File: src/rtl/elmp_pkg.sv
// shared types and character constants for the ethers line parser
package elmp_pkg;

	localparam logic [7:0] CH_TAB   = 8'h09;
	localparam logic [7:0] CH_NL    = 8'h0A;
	localparam logic [7:0] CH_VT    = 8'h0B;
	localparam logic [7:0] CH_FF    = 8'h0C;
	localparam logic [7:0] CH_CR    = 8'h0D;
	localparam logic [7:0] CH_SPACE = 8'h20;
	localparam logic [7:0] CH_PLUS  = 8'h2B;
	localparam logic [7:0] CH_MINUS = 8'h2D;
	localparam logic [7:0] CH_COLON = 8'h3A;
	localparam logic [7:0] CH_X_UP  = 8'h58;
	localparam logic [7:0] CH_X_LO  = 8'h78;

	localparam int          MAC_W      = 48;
	localparam int          GVAL_W     = 9;
	localparam logic [2:0]  LAST_GROUP = 3'd5;

	// first character class of a group
	localparam logic [1:0] FC_COLON = 2'd0;
	localparam logic [1:0] FC_BLANK = 2'd1;
	localparam logic [1:0] FC_OTHER = 2'd2;

	// classified character as it travels from front to back
	typedef struct packed {
		logic [7:0] ch;
		logic       blank;
		logic       odd_ws;
		logic       nl;
		logic       colon;
		logic       plus;
		logic       minus;
		logic       x_ch;
		logic       hex_ok;
		logic [3:0] hex_val;
	} chr_entry_t;

	// one result item
	typedef struct packed {
		logic             kind;
		logic [7:0]       out_char;
		logic             status;
		logic [MAC_W-1:0] mac;
	} res_t;

	typedef enum logic [9:0] {
		PH_LEAD  = 10'b00_0000_0001,
		PH_FIRST = 10'b00_0000_0010,
		PH_WS    = 10'b00_0000_0100,
		PH_SIGN  = 10'b00_0000_1000,
		PH_ZERO  = 10'b00_0001_0000,
		PH_X     = 10'b00_0010_0000,
		PH_DIG   = 10'b00_0100_0000,
		PH_HSKIP = 10'b00_1000_0000,
		PH_HOST  = 10'b01_0000_0000,
		PH_DONE  = 10'b10_0000_0000
	} phase_t;

endpackage

File: src/rtl/elmp_front.sv
// front end: classifies each incoming character for the parser
module elmp_front
	import elmp_pkg::*;
(
	input  logic [7:0] ch,
	output chr_entry_t entry
);

	always_comb begin
		entry        = '0;
		entry.ch     = ch;
		entry.blank  = (ch == CH_SPACE) || (ch == CH_TAB);
		entry.odd_ws = (ch == CH_VT) || (ch == CH_FF) || (ch == CH_CR);
		entry.nl     = (ch == CH_NL);
		entry.colon  = (ch == CH_COLON);
		entry.plus   = (ch == CH_PLUS);
		entry.minus  = (ch == CH_MINUS);
		entry.x_ch   = (ch == CH_X_LO) || (ch == CH_X_UP);
		// hex digit decode
		if (ch >= 8'h30 && ch <= 8'h39) begin
			entry.hex_ok  = 1'b1;
			entry.hex_val = 4'(ch - 8'h30);
		end else if (ch >= 8'h61 && ch <= 8'h66) begin
			entry.hex_ok  = 1'b1;
			entry.hex_val = 4'(ch - 8'h57);
		end else if (ch >= 8'h41 && ch <= 8'h46) begin
			entry.hex_ok  = 1'b1;
			entry.hex_val = 4'(ch - 8'h37);
		end
	end

endmodule

File: src/rtl/elmp_queue.sv
// small fifo of classified characters between front and back
module elmp_queue
	import elmp_pkg::*;
#(
	parameter int DEPTH = 4
) (
	input  logic                       clk,
	input  logic                       arst_n,
	input  logic                       push,
	input  chr_entry_t                 push_data,
	input  logic                       pop,
	output chr_entry_t                 pop_data,
	output logic                       not_empty,
	output logic [$clog2(DEPTH+1)-1:0] count
);

	localparam int PTR_W = $clog2(DEPTH);
	localparam int CNT_W = $clog2(DEPTH+1);

	chr_entry_t       stor_q [DEPTH];
	logic [PTR_W-1:0] wr_ptr_q;
	logic [PTR_W-1:0] rd_ptr_q;
	logic [CNT_W-1:0] count_q;

	function automatic logic [PTR_W-1:0] ptr_inc(input logic [PTR_W-1:0] p);
		ptr_inc = (p == PTR_W'(DEPTH-1)) ? '0 : p + 1'b1;
	endfunction

	always_ff @(posedge clk) begin
		if (push) stor_q[wr_ptr_q] <= push_data;
	end

	always_ff @(posedge clk or negedge arst_n) begin
		if (!arst_n) begin
			wr_ptr_q <= '0;
			rd_ptr_q <= '0;
			count_q  <= '0;
		end else begin
			if (push) wr_ptr_q <= ptr_inc(wr_ptr_q);
			if (pop)  rd_ptr_q <= ptr_inc(rd_ptr_q);
			unique case ({push, pop})
				2'b10:   count_q <= count_q + 1'b1;
				2'b01:   count_q <= count_q - 1'b1;
				default: count_q <= count_q;
			endcase
		end
	end

	assign pop_data  = stor_q[rd_ptr_q];
	assign not_empty = (count_q != '0);
	assign count     = count_q;

endmodule

File: src/rtl/elmp_back.sv
// back end: hex group parser state machine with registered result
module elmp_back
	import elmp_pkg::*;
(
	input  logic       clk,
	input  logic       arst_n,
	input  logic       q_valid,
	input  chr_entry_t q_data,
	output logic       q_pop,
	output logic       res_valid,
	input  logic       res_stall,
	output res_t       res
);

	phase_t            phase_q, phase_n;
	logic [2:0]        gidx_q, gidx_n;
	logic [GVAL_W-1:0] gval_q, gval_n;
	logic              f_sign_q, f_sign_n;
	logic              f_neg_q, f_neg_n;
	logic              f_dig_q, f_dig_n;
	logic              f_odd_q, f_odd_n;
	logic [1:0]        fc_q, fc_n;
	logic [MAC_W-1:0]  addr_q, addr_n;
	logic              out_valid_q;
	res_t              out_q;
	res_t              res_n;
	logic              emit;
	logic              ready;

	assign ready = !out_valid_q || !res_stall;
	assign q_pop = q_valid && ready;

	// saturating value*16 + digit
	function automatic logic [GVAL_W-1:0] add_dig(input logic [GVAL_W-1:0] v,
		input logic [3:0] d);
		add_dig = (v[GVAL_W-1:4] != '0) ? GVAL_W'(256) : {1'b0, v[3:0], d};
	endfunction

	always_comb begin
		phase_t grp_ph;
		logic   run;
		logic   end_req;
		logic   fail;
		logic   succ;
		logic   last;
		logic   bad;
		logic   term;

		phase_n  = phase_q;
		gidx_n   = gidx_q;
		gval_n   = gval_q;
		f_sign_n = f_sign_q;
		f_neg_n  = f_neg_q;
		f_dig_n  = f_dig_q;
		f_odd_n  = f_odd_q;
		fc_n     = fc_q;
		addr_n   = addr_q;
		res_n    = '0;
		emit     = 1'b0;
		grp_ph   = phase_q;
		run      = 1'b0;
		end_req  = 1'b0;
		fail     = 1'b0;
		succ     = 1'b0;
		last     = (gidx_q >= LAST_GROUP);
		bad      = 1'b0;
		term     = 1'b0;

		if (q_pop) begin
			unique case (phase_q)
				PH_LEAD, PH_FIRST: begin
					if (!(phase_q == PH_LEAD && q_data.blank)) begin
						fc_n   = q_data.colon ? FC_COLON : (q_data.blank ? FC_BLANK : FC_OTHER);
						grp_ph = PH_WS;
						run    = 1'b1;
					end
				end
				PH_WS, PH_SIGN, PH_ZERO, PH_X, PH_DIG: run = 1'b1;
				PH_HSKIP: begin
					if (q_data.odd_ws || q_data.nl) begin
						succ = 1'b1;
					end else if (!q_data.blank) begin
						phase_n        = PH_HOST;
						emit           = 1'b1;
						res_n.out_char = q_data.ch;
					end
				end
				PH_HOST: begin
					if (q_data.blank || q_data.odd_ws || q_data.nl) begin
						succ = 1'b1;
					end else begin
						emit           = 1'b1;
						res_n.out_char = q_data.ch;
					end
				end
				PH_DONE: ;
				default: ;
			endcase

			if (run) begin
				unique case (grp_ph)
					PH_WS: begin
						if (q_data.blank) begin
							phase_n = PH_WS;
						end else if (q_data.odd_ws) begin
							f_odd_n = 1'b1;
							phase_n = PH_WS;
						end else if (q_data.plus || q_data.minus) begin
							f_sign_n = 1'b1;
							f_neg_n  = q_data.minus;
							phase_n  = PH_SIGN;
						end else if (q_data.hex_ok) begin
							gval_n  = add_dig(gval_q, q_data.hex_val);
							f_dig_n = 1'b1;
							phase_n = (q_data.hex_val == 4'd0) ? PH_ZERO : PH_DIG;
						end else begin
							end_req = 1'b1;
						end
					end
					PH_SIGN: begin
						if (q_data.hex_ok) begin
							gval_n  = add_dig(gval_q, q_data.hex_val);
							f_dig_n = 1'b1;
							phase_n = (q_data.hex_val == 4'd0) ? PH_ZERO : PH_DIG;
						end else begin
							end_req = 1'b1;
						end
					end
					PH_ZERO: begin
						if (q_data.x_ch) begin
							phase_n = PH_X;
						end else if (q_data.hex_ok) begin
							gval_n  = add_dig(gval_q, q_data.hex_val);
							f_dig_n = 1'b1;
							phase_n = PH_DIG;
						end else begin
							end_req = 1'b1;
						end
					end
					PH_X: begin
						if (q_data.hex_ok) begin
							gval_n  = add_dig(gval_q, q_data.hex_val);
							f_dig_n = 1'b1;
							phase_n = PH_DIG;
						end else begin
							fail = 1'b1;
						end
					end
					default: begin
						if (q_data.hex_ok) begin
							gval_n  = add_dig(gval_q, q_data.hex_val);
							f_dig_n = 1'b1;
						end else begin
							end_req = 1'b1;
						end
					end
				endcase
			end

			// group terminated by the current character
			if (end_req) begin
				if (f_dig_q) begin
					bad  = gval_q[GVAL_W-1] || (f_neg_q && gval_q != '0);
					term = last ? q_data.blank : q_data.colon;
					if (bad || !term) begin
						fail = 1'b1;
					end else begin
						addr_n = {addr_q[MAC_W-9:0], gval_q[7:0]};
						if (!last) begin
							gidx_n   = gidx_q + 1'b1;
							gval_n   = '0;
							f_sign_n = 1'b0;
							f_neg_n  = 1'b0;
							f_dig_n  = 1'b0;
							f_odd_n  = 1'b0;
							fc_n     = FC_COLON;
							phase_n  = PH_FIRST;
						end else begin
							phase_n = PH_HSKIP;
						end
					end
				end else if (!last) begin
					if (fc_n != FC_COLON) begin
						fail = 1'b1;
					end else begin
						addr_n   = {addr_q[MAC_W-9:0], 8'h00};
						gidx_n   = gidx_q + 1'b1;
						gval_n   = '0;
						f_sign_n = 1'b0;
						f_neg_n  = 1'b0;
						f_dig_n  = 1'b0;
						f_odd_n  = 1'b0;
						fc_n     = FC_COLON;
						phase_n  = PH_FIRST;
					end
				end else if (fc_n != FC_BLANK || f_sign_q) begin
					fail = 1'b1;
				end else begin
					addr_n = {addr_q[MAC_W-9:0], 8'h00};
					if (f_odd_q || q_data.blank || q_data.odd_ws || q_data.nl) begin
						succ = 1'b1;
					end else begin
						phase_n        = PH_HOST;
						emit           = 1'b1;
						res_n.out_char = q_data.ch;
					end
				end
			end

			if (fail || succ) begin
				emit         = 1'b1;
				res_n.kind   = 1'b1;
				res_n.status = fail;
				res_n.mac    = fail ? '0 : addr_n;
				phase_n      = PH_DONE;
			end

			// newline always restarts the line
			if (q_data.nl) begin
				phase_n  = PH_LEAD;
				gidx_n   = '0;
				gval_n   = '0;
				f_sign_n = 1'b0;
				f_neg_n  = 1'b0;
				f_dig_n  = 1'b0;
				f_odd_n  = 1'b0;
				fc_n     = FC_COLON;
				addr_n   = '0;
			end
		end
	end

	always_ff @(posedge clk or negedge arst_n) begin
		if (!arst_n) begin
			phase_q     <= PH_LEAD;
			gidx_q      <= '0;
			gval_q      <= '0;
			f_sign_q    <= 1'b0;
			f_neg_q     <= 1'b0;
			f_dig_q     <= 1'b0;
			f_odd_q     <= 1'b0;
			fc_q        <= FC_COLON;
			addr_q      <= '0;
			out_valid_q <= 1'b0;
		end else begin
			phase_q  <= phase_n;
			gidx_q   <= gidx_n;
			gval_q   <= gval_n;
			f_sign_q <= f_sign_n;
			f_neg_q  <= f_neg_n;
			f_dig_q  <= f_dig_n;
			f_odd_q  <= f_odd_n;
			fc_q     <= fc_n;
			addr_q   <= addr_n;
			if (ready) out_valid_q <= emit;
		end
	end

	always_ff @(posedge clk) begin
		if (ready && emit) out_q <= res_n;
	end

	assign res_valid = out_valid_q;
	assign res       = out_q;

endmodule

File: src/rtl/ethers_line_mac_parser.sv
// top level of the ethers line mac address parser
//
// usage:
//   input channel: one character per request on ch, qualified by ch_valid and
//   held back by ch_stall. a newline (0x0a) ends the line and restarts parsing.
//   result channel: res_valid with kind, out_char, status and mac_address.
//   kind 0 carries one hostname character, kind 1 the final line result
//   (status 0 success with the six parsed bytes, status 1 malformed line).
//   at most one result per character; many characters give none.
// path: an accepted character is written into the queue, and the parser
//   step then loads its result into the output register.
// throughput: one character per cycle unless ch_stall is high; the parser
//   takes one queue entry per cycle whenever the output register is empty
//   or being taken.
// stall: while res_stall holds, the result stays put and the parser stops;
//   the front keeps taking characters until QUEUE_DEPTH of them wait, then
//   raises ch_stall.
// reset: arst_n empties the queue, drops res_valid and returns the parser
//   to the leading whitespace skip with a cleared address.
module ethers_line_mac_parser
	import elmp_pkg::*;
#(
	parameter int QUEUE_DEPTH = 4
) (
	input  logic        clk,
	input  logic        arst_n,
	input  logic        ch_valid,
	output logic        ch_stall,
	input  logic [7:0]  ch,
	output logic        res_valid,
	input  logic        res_stall,
	output logic        kind,
	output logic [7:0]  out_char,
	output logic        status,
	output logic [47:0] mac_address
);

	localparam int CNT_W = $clog2(QUEUE_DEPTH+1);

	chr_entry_t       front_entry;   // classified incoming character
	chr_entry_t       q_head;        // oldest waiting character
	logic             q_push;
	logic             q_pop;
	logic             q_not_empty;
	logic [CNT_W-1:0] q_count;
	res_t             res;

	// front: character classification
	elmp_front u_front (
		.ch    (ch),
		.entry (front_entry)
	);

	// stall only when every queue slot is taken
	assign ch_stall = (q_count == CNT_W'(QUEUE_DEPTH));
	assign q_push   = ch_valid && !ch_stall;

	elmp_queue #(
		.DEPTH (QUEUE_DEPTH)
	) u_queue (
		.clk       (clk),
		.arst_n    (arst_n),
		.push      (q_push),
		.push_data (front_entry),
		.pop       (q_pop),
		.pop_data  (q_head),
		.not_empty (q_not_empty),
		.count     (q_count)
	);

	// back: group parser and result register
	elmp_back u_back (
		.clk       (clk),
		.arst_n    (arst_n),
		.q_valid   (q_not_empty),
		.q_data    (q_head),
		.q_pop     (q_pop),
		.res_valid (res_valid),
		.res_stall (res_stall),
		.res       (res)
	);

	assign kind        = res.kind;
	assign out_char    = res.out_char;
	assign status      = res.status;
	assign mac_address = res.mac;

`ifndef SYNTHESIS
	a_queue_bound: assert property (@(posedge clk) disable iff (!arst_n)
		q_count <= CNT_W'(QUEUE_DEPTH))
		else $error("queue count beyond depth");

	a_no_pop_on_stall: assert property (@(posedge clk) disable iff (!arst_n)
		(res_valid && res_stall) |-> !q_pop)
		else $error("parser advanced while result stalled");

	a_char_fields: assert property (@(posedge clk) disable iff (!arst_n)
		(res_valid && !kind) |-> (!status && mac_address == '0))
		else $error("hostname character with status fields set");

	a_fail_zero_mac: assert property (@(posedge clk) disable iff (!arst_n)
		(res_valid && kind && status) |-> (mac_address == '0 && out_char == '0))
		else $error("failure result carries data");
`endif

endmodule

File: config.mk
export PLATFORM = sky130hd
export DESIGN_NAME = ethers_line_mac_parser
export DESIGN_NICKNAME = d
export VERILOG_FILES = /design/src/rtl/elmp_pkg.sv /design/src/rtl/elmp_front.sv /design/src/rtl/elmp_queue.sv /design/src/rtl/elmp_back.sv /design/src/rtl/ethers_line_mac_parser.sv
export SDC_FILE = /design/constraint.sdc
export NUM_CORES = 1
export LEC_CHECK = 0
export BUFFER_PORTS_ARGS = -buffer_cell sky130_fd_sc_hd__buf_2
export CELL_PAD_IN_SITES_DETAIL_PLACEMENT = 0
export CELL_PAD_IN_SITES_GLOBAL_PLACEMENT = 1
export CORE_ASPECT_RATIO = 0.6
export CORE_MARGIN = 10
export CORE_UTILIZATION = 35
export CTS_BUF_LIST = sky130_fd_sc_hd__clkbuf_4
export DETAILED_ROUTE_END_ITERATION = 10
export PLACE_DENSITY_LB_ADDON = 0.3
export SLEW_MARGIN = 10
export SYNTH_ARGS = -nofsm -noshare
export SYNTH_HDL_FRONTEND = slang
export SYNTH_SLANG_ARGS = --single-unit
export TNS_END_PERCENT = 30
File: constraint.sdc
create_clock -name clk -period 12.9 [get_ports clk]
set_input_delay 1.29 -clock clk [delete_from_list [all_inputs] [get_ports clk]]
set_output_delay 1.29 -clock clk [all_outputs]
set_load 0.01 [all_outputs]
==> flow_summary.yaml, run 1 <==
die:
  dieWidth_um: 238
  rows: 47
  initial_utilization_pct: 35.9
  die_area_mm2: 0.0359
  core_mm2: 0.0279
  die_y_um: 151
  ios: 72
power_and_ir_drop:
  p_leak_nw: 4.21
  power_density_mw_per_mm2: 199
  power.total_w: 0.00228
  ir_drop_mv: 0.107
cts:
  postCtsSetupRepairBufs: 0
  cts_tree: "yes"
  cts-root-buf: "clkbuf_4"
  clk_latency_ns: 0.73
  clockBufferDepth: 3
  cts_sinks: 222
  cts_htree_levels: 2
  cts-buffers-inserted: 54
  ctsHoldBuffers: 0
  path_clk_slew_ns: 0.07
  ctsResizeCount: 0
grt:
  grt_pass1_vias: 6650
  antenna_found_initial: 1
  grt_use_met1_pct: 23.1
  grt_use_met2_pct: 17.7
  grt_pass1_wl_mm: 40.5
  overflow: 0
  grt_max_degree: 63
  grtUsageTotal_pct: 14.4
  grt_most_used_layer: "met1"
  grtUsageMet3_pct: 3.81
cells_and_area:
  design_area_mm2: 0.0114
  areaGrowthSynthToFinish_pct: 14.4
  drive_above_1_share_pct: 24.6
  postLayoutCoreUtil_pct: 41.0
  seq_area_mm2: 0.00625
  nets: 920
  multiInputGateArea_mm2: 0.00349
  n_fill_cell: 2691
synthesis:
  yosysWarnings: 0
  synth_top_family_by_area: "compound AO/OA/AOI/OAI gates"
  synthTopCellsByArea: "edfxtp_1 41%, dfrtp_1 21%, nand2_1 4.5%, mux4_2 4.5%, a22o_1 4.3%"
  synth_largest_area_cell: "edfxtp_1"
  synth-compound-area-share_pct: 15.1
  post_synth_num_cell_types: 70
  synth_async_sr_flop_share_pct: 37.8
  synth_edf_count: 138
  netlist_area_mm2: 0.0100
  seq_area_frac_synth_pct: 62.5
  avgSynthCellArea_um2: 12.5
  syn-instance-count: 799
  muxShareOfSynthArea_pct: 4.91
  synthSimpleGateAreaFrac_pct: 12.2
  synth_fp_nets: 825
  synth_seq_cells: 222
  yosysMostFrequentCell: "edfxtp_1"
  synthAdderAreaFrac_pct: 1.83
  synth_xor_area_share_pct: 0.438
  yosys-top-cells-count: "138 x edfxtp_1, 121 x nand2_1, 83 x dfrtp_1, 49 x a22o_1"
  synth_flop_cell: "edfxtp_1"
  synth_top_area_share_pct: 41.4
timing:
  slew-limit-headroom_pct: 19.2
  fin_skew_ns: 0.0577
  setup_tns_ns: 0
  hold_slack_ns: 0.488
  drv_slew: 0
  fmax_ghz: 0.216
  tightest_slew_ns: 1.21
  hold_violations: 0
  timing.final.crit_share_pct: 35.9
  fin_crit_ns: 4.64
  setup_viol_count_final: 0
  rsz0062_at_grt: "no"
critical_path:
  critPathMaxStageDelay_ns: 0.82
  path_max_fanout: 48
  crit_path_end_kind: "register"
  r2r_setup_slack_ns: 8.26
  timing.rr.start: "u_queue.rd_ptr_q[0]"
  critPathSlowestCell: "nor3b_1"
  r2r-end: "u_back.res[10]"
  crit_arrival_ns: 4.98
  critPathLaunch: "u_queue.rd_ptr_q[0]"
  crit_type: "reg -> reg"
  crit_chain: "mux4_2 -> or4_4 -> o32a_1 -> o21ai_1 -> nor4_1 -> nor3b_1 -> o21ai_4 -> buf_4"
  crit_end: "u_back.res[10]"
  startpoint_type: "register"
  rr_worst_depth: 8
  cp.required_ns: 13.25
place:
  dpl_cell_area_mm2: 0.0107
  dp_hpwl_mm: 17.1
  place_congestion: 0.883
  portBuffers: 71
detailed_routing:
  ant_nets: 0
  routed-via-count: 7049
  detail_route.wl_per_cell_um: 20.1
  drtIter0Drc: 567
  drt_wl_total_mm: 26.3
  dr.pass1.iters: 5
  vias_per_cell: 5.40
  drc: 0
status:
  outcome: "complete, no violations"
job:
  cap_violations: 0
hold_path:
  hold_path.class: "in -> async"
[critical path, delay by kind of cell, from the launching register on]
family          cells  cell delay [ns]
compound gates      3             0.91
buf+inv             1             0.42
flops               1             0.57
mux                 1             0.74
simple gates        3             1.57
[kinds of logic after synthesis]
family	after synthesis
adders and majority gates	14
muxes	24
xor gates and xnor gates	5
and+or+nand+nor	253
AOI/OAI and AO/OA	208
DFF	222
buffers and inverters	73
[flip-flops by register name, summed over array words and instances, names as in the netlist, 2 cells and up]
register          count
u_queue.rd_ptr_q      2
u_back.gidx_q         3
u_queue.count         3
u_back.fc_q           2
u_queue.wr_ptr_q      2
u_back.phase_q       10
u_queue.stor_q       80
u_back.addr_q        48
u_back.gval_q         9
u_back.res           58
[layout make-up]
class                      count  share of cell area [%]
inverter                      30                   0.984
clock inverter                19                   0.744
timing repair buffer          82                    3.85
clock buffer                  81                    5.31
tap                          367                    4.01
multi-input combinational    504                    30.5
antenna                        1                  0.0219
sequential                   222                    54.6
[cell usage in the layout, fill, tap and decap left out, types with 5 or more instances in the layout]
cell type / synthesis / routed
nor3_1: 12 / 11
dfrtp_1: 83 / 83
clkbuf_4: 0 / 81
and2_1: 7 / 7
a21oi_1: 41 / 41
a22o_1: 49 / 49
a21o_1: 5 / 5
inv_1: 30 / 30
o21ai_0: 29 / 28
a31oi_1: 6 / 6
a22oi_1: 8 / 8
edfxtp_1: 138 / 138
ha_1: 13 / 13
nor4_1: 9 / 9
mux4_2: 20 / 20
buf_4: 0 / 12
nor2_1: 41 / 41
nand2_1: 121 / 121
nor2b_1: 13 / 13
buf_2: 9 / 70
clkinv_1: 0 / 12
a21oi_2: 20 / 20
nand4_1: 6 / 6
o211ai_1: 5 / 5
nand3_1: 10 / 10
[through the flow]
stage | worst slack (ns) | cells
CTS | 8.34 | 1305
floorplan | 5.96 | 799
global placement | 8.47 | 1205
finish | 8.26 | 1306
global route | 8.07 | 1306
detailed placement | 8.39 | 1205
[layer usage]
| metal | share of wire (%) | wire (um) | vias to the layer above |
|---|---|---|---|
| met2 | 38 | 10000 | 248 |
| li1 | - | - | 3241 |
| met3 | 7.1 | 1860 | 40 |
| met5 | 0 | 0 | - |
| met1 | 53 | 14000 | 3520 |
| met4 | 1.6 | 422 | 0 |
[worst min path at each step]
stage               cells past startpoint         startpoint                 to
global route                            1             arst_n  u_back.addr_q[36]
global placement                        1  u_back.addr_q[40]  u_back.addr_q[40]
CTS                                     1             arst_n  u_back.addr_q[37]
finish                                  1             arst_n  u_back.addr_q[43]
detailed placement                      1  u_back.addr_q[42]  u_back.addr_q[42]
floorplan                               1   u_queue.count[2]   u_queue.count[2]
[power breakdown]
group,internal (W),total (W),switching (W)
registers,0.000868,0.000919,0.0000505
clock network,0.000289,0.000587,0.000297
logic,0.000231,0.000770,0.000540
total,0.00139,0.00228,0.000888
No activity file was read; power rests on OpenSTA's default activity.
==> run 2: changes to the inputs <==
clock period = 4.8 ns   (was 12.9 ns; I/O delays follow)
==> flow_summary.yaml, run 2 (synthesis gave the netlist of run 1 again) <==
detailed_routing:
  vias_per_cell: 5.32
  drt_wl_total_mm: 26.0
  dr.pass1.iters: 6
  routed-via-count: 7057
  drc: 0
  detail_route.wl_per_cell_um: 19.6
  ant_nets: 0
  drtIter0Drc: 742
cts:
  clk_latency_ns: 0.72
  cts_sinks: 222
  cts-buffers-inserted: 55
  path_clk_slew_ns: 0.07
  cts_htree_levels: 2
  cts-root-buf: "clkbuf_4"
  clockBufferDepth: 3
  cts_tree: "yes"
  postCtsSetupRepairBufs: 0
timing:
  fin_crit_ns: 4.20
  slew-limit-headroom_pct: 25.3
  fmax_ghz: 0.238
  setup_viol_count_final: 0
  timing.final.crit_share_pct: 87.5
  rsz0062_at_grt: "no"
  setup_tns_ns: 0
  tightest_slew_ns: 1.12
  fin_skew_ns: 0.0630
  drv_slew: 0
  hold_violations: 0
hold_path:
  hold_path.class: "in -> reg"
critical_path:
  crit_arrival_ns: 4.59
  crit_type: "reg -> reg"
  startpoint_type: "register"
  path_max_fanout: 25
  cp.required_ns: 5.19
  crit_path_end_kind: "register"
cells_and_area:
  areaGrowthSynthToFinish_pct: 16.9
  nets: 939
  layout_commonest_cell: "edfxtp_1"
  seq_area_mm2: 0.00625
  instances_no_fill: 1327
  n_fill_cell: 2646
  layout_common_cells: "138 x edfxtp_1, 121 x nand2_1, 83 x dfrtp_1, 82 x clkbuf_4, 70 x buf_2"
  largest_reg_flops: 80
  drive_above_1_share_pct: 26.2
  multiInputGateArea_mm2: 0.00349
  regMostFlops: "u_queue.stor_q"
power_and_ir_drop:
  p_leak_nw: 4.35
  ir_drop_mv: 0.194
  seq_power_share_pct: 38.8
  p_sw_share_pct: 37.6
  p_int_w: 0.00395
  power_density_mw_per_mm2: 542
  combinationalPowerShare_pct: 33.5
  power.total_w: 0.00633
  power_frac_clock_pct: 27.7
  p_sw_w: 0.00238
job:
  cap_violations: 0
die:
  die_y_um: 151
  dieWidth_um: 238
  initial_utilization_pct: 35.9
  ios: 72
  core_mm2: 0.0279
  rows: 47
  die_area_mm2: 0.0359
grt:
  grt_pass1_wl_mm: 40.6
  overflow: 0
  antenna_found_initial: 1
  grt_pass1_vias: 6765
  grt_max_degree: 57
  grtUsageTotal_pct: 14.4
status:
  outcome: "complete, no violations"
place:
  dp_hpwl_mm: 17.2
  place_congestion: 0.878
  portBuffers: 71
  placed_cells: 1221
run 2: repair_timing:
action                                 CTS  global route
resized for setup                        0             0
hold buffers                             2             0
endpoints found under the hold margin   59             0
run 2: per-stage QoR:
stage / worst slack [ns] / util [%] / hold slack, ns / area (um^2)
6_report: 0.600 / 41.9 / 0.0868 / 11700
5_1_grt: 0.320 / 41.9 / 0.0322 / 11700
4_1_cts: 0.607 / 41.9 / 0.0193 / 11700
3_5_place_dp: 0.616 / 39.0 / 0.490 / 10900
3_3_place_gp: 0.678 / 39.0 / 0.484 / 10900
2_1_floorplan: 0.542 / - / 0.184 / 10000
run 2: area by class of cell:
cell class | instances | share of cell area [%]
inverter | 30 | 0.964
timing repair buffer | 100 | 5.08
clock inverter | 21 | 1.45
antenna | 1 | 0.0214
multi-input combinational | 504 | 29.8
clock buffer | 82 | 5.27
tap | 367 | 3.93
sequential | 222 | 53.5
run 2: final timing paths:
kind                                        start                    end  slack (ns)  cells past startpoint
worst max-delay path            u_back.phase_q[7]         u_back.res[55]        0.60                      9
worst min-delay path                        ch[7]  u_queue.stor_q[2][19]        0.09                      1
worst max register to register  u_back.phase_q[7]         u_back.res[55]        0.60                      9
worst min register to register  u_back.addr_q[41]      u_back.addr_q[41]        0.51                      1
max in group asynchronous                  arst_n      u_back.phase_q[0]        3.45                      3
min in group asynchronous                  arst_n      u_back.addr_q[41]        0.36                      2
run 2: routing by layer:
layer	share of wire (%)	GRT usage, %	vias to the layer above
met5	0	0	-
met4	1.5	4.82	0
met3	8.7	4.06	32
met2	39	17.8	290
met1	51	22.8	3455
li1	-	-	3280
run 2: power by group through the flow:
stage / Clock, W / Sequential (W) / Combinational [W]
floorplan: 0 / 0.00247 / 0.00139
global placement: 0 / 0.00249 / 0.00212
detailed placement: 0 / 0.00249 / 0.00211
CTS: 0.00181 / 0.00246 / 0.00212
global route: 0.00192 / 0.00248 / 0.00232
finish: 0.00175 / 0.00246 / 0.00212
run 2: worst max-delay path: stages (launching register included):
cell and delay [ns]:
dfrtp_1 0.46, or4_1 0.67, nor4_2 0.44, nand2_1 0.31, a21o_1 0.33, nor4_1 0.24
nor3b_1 0.10, buf_4 0.17, o21ai_4 0.84, buf_4 0.33
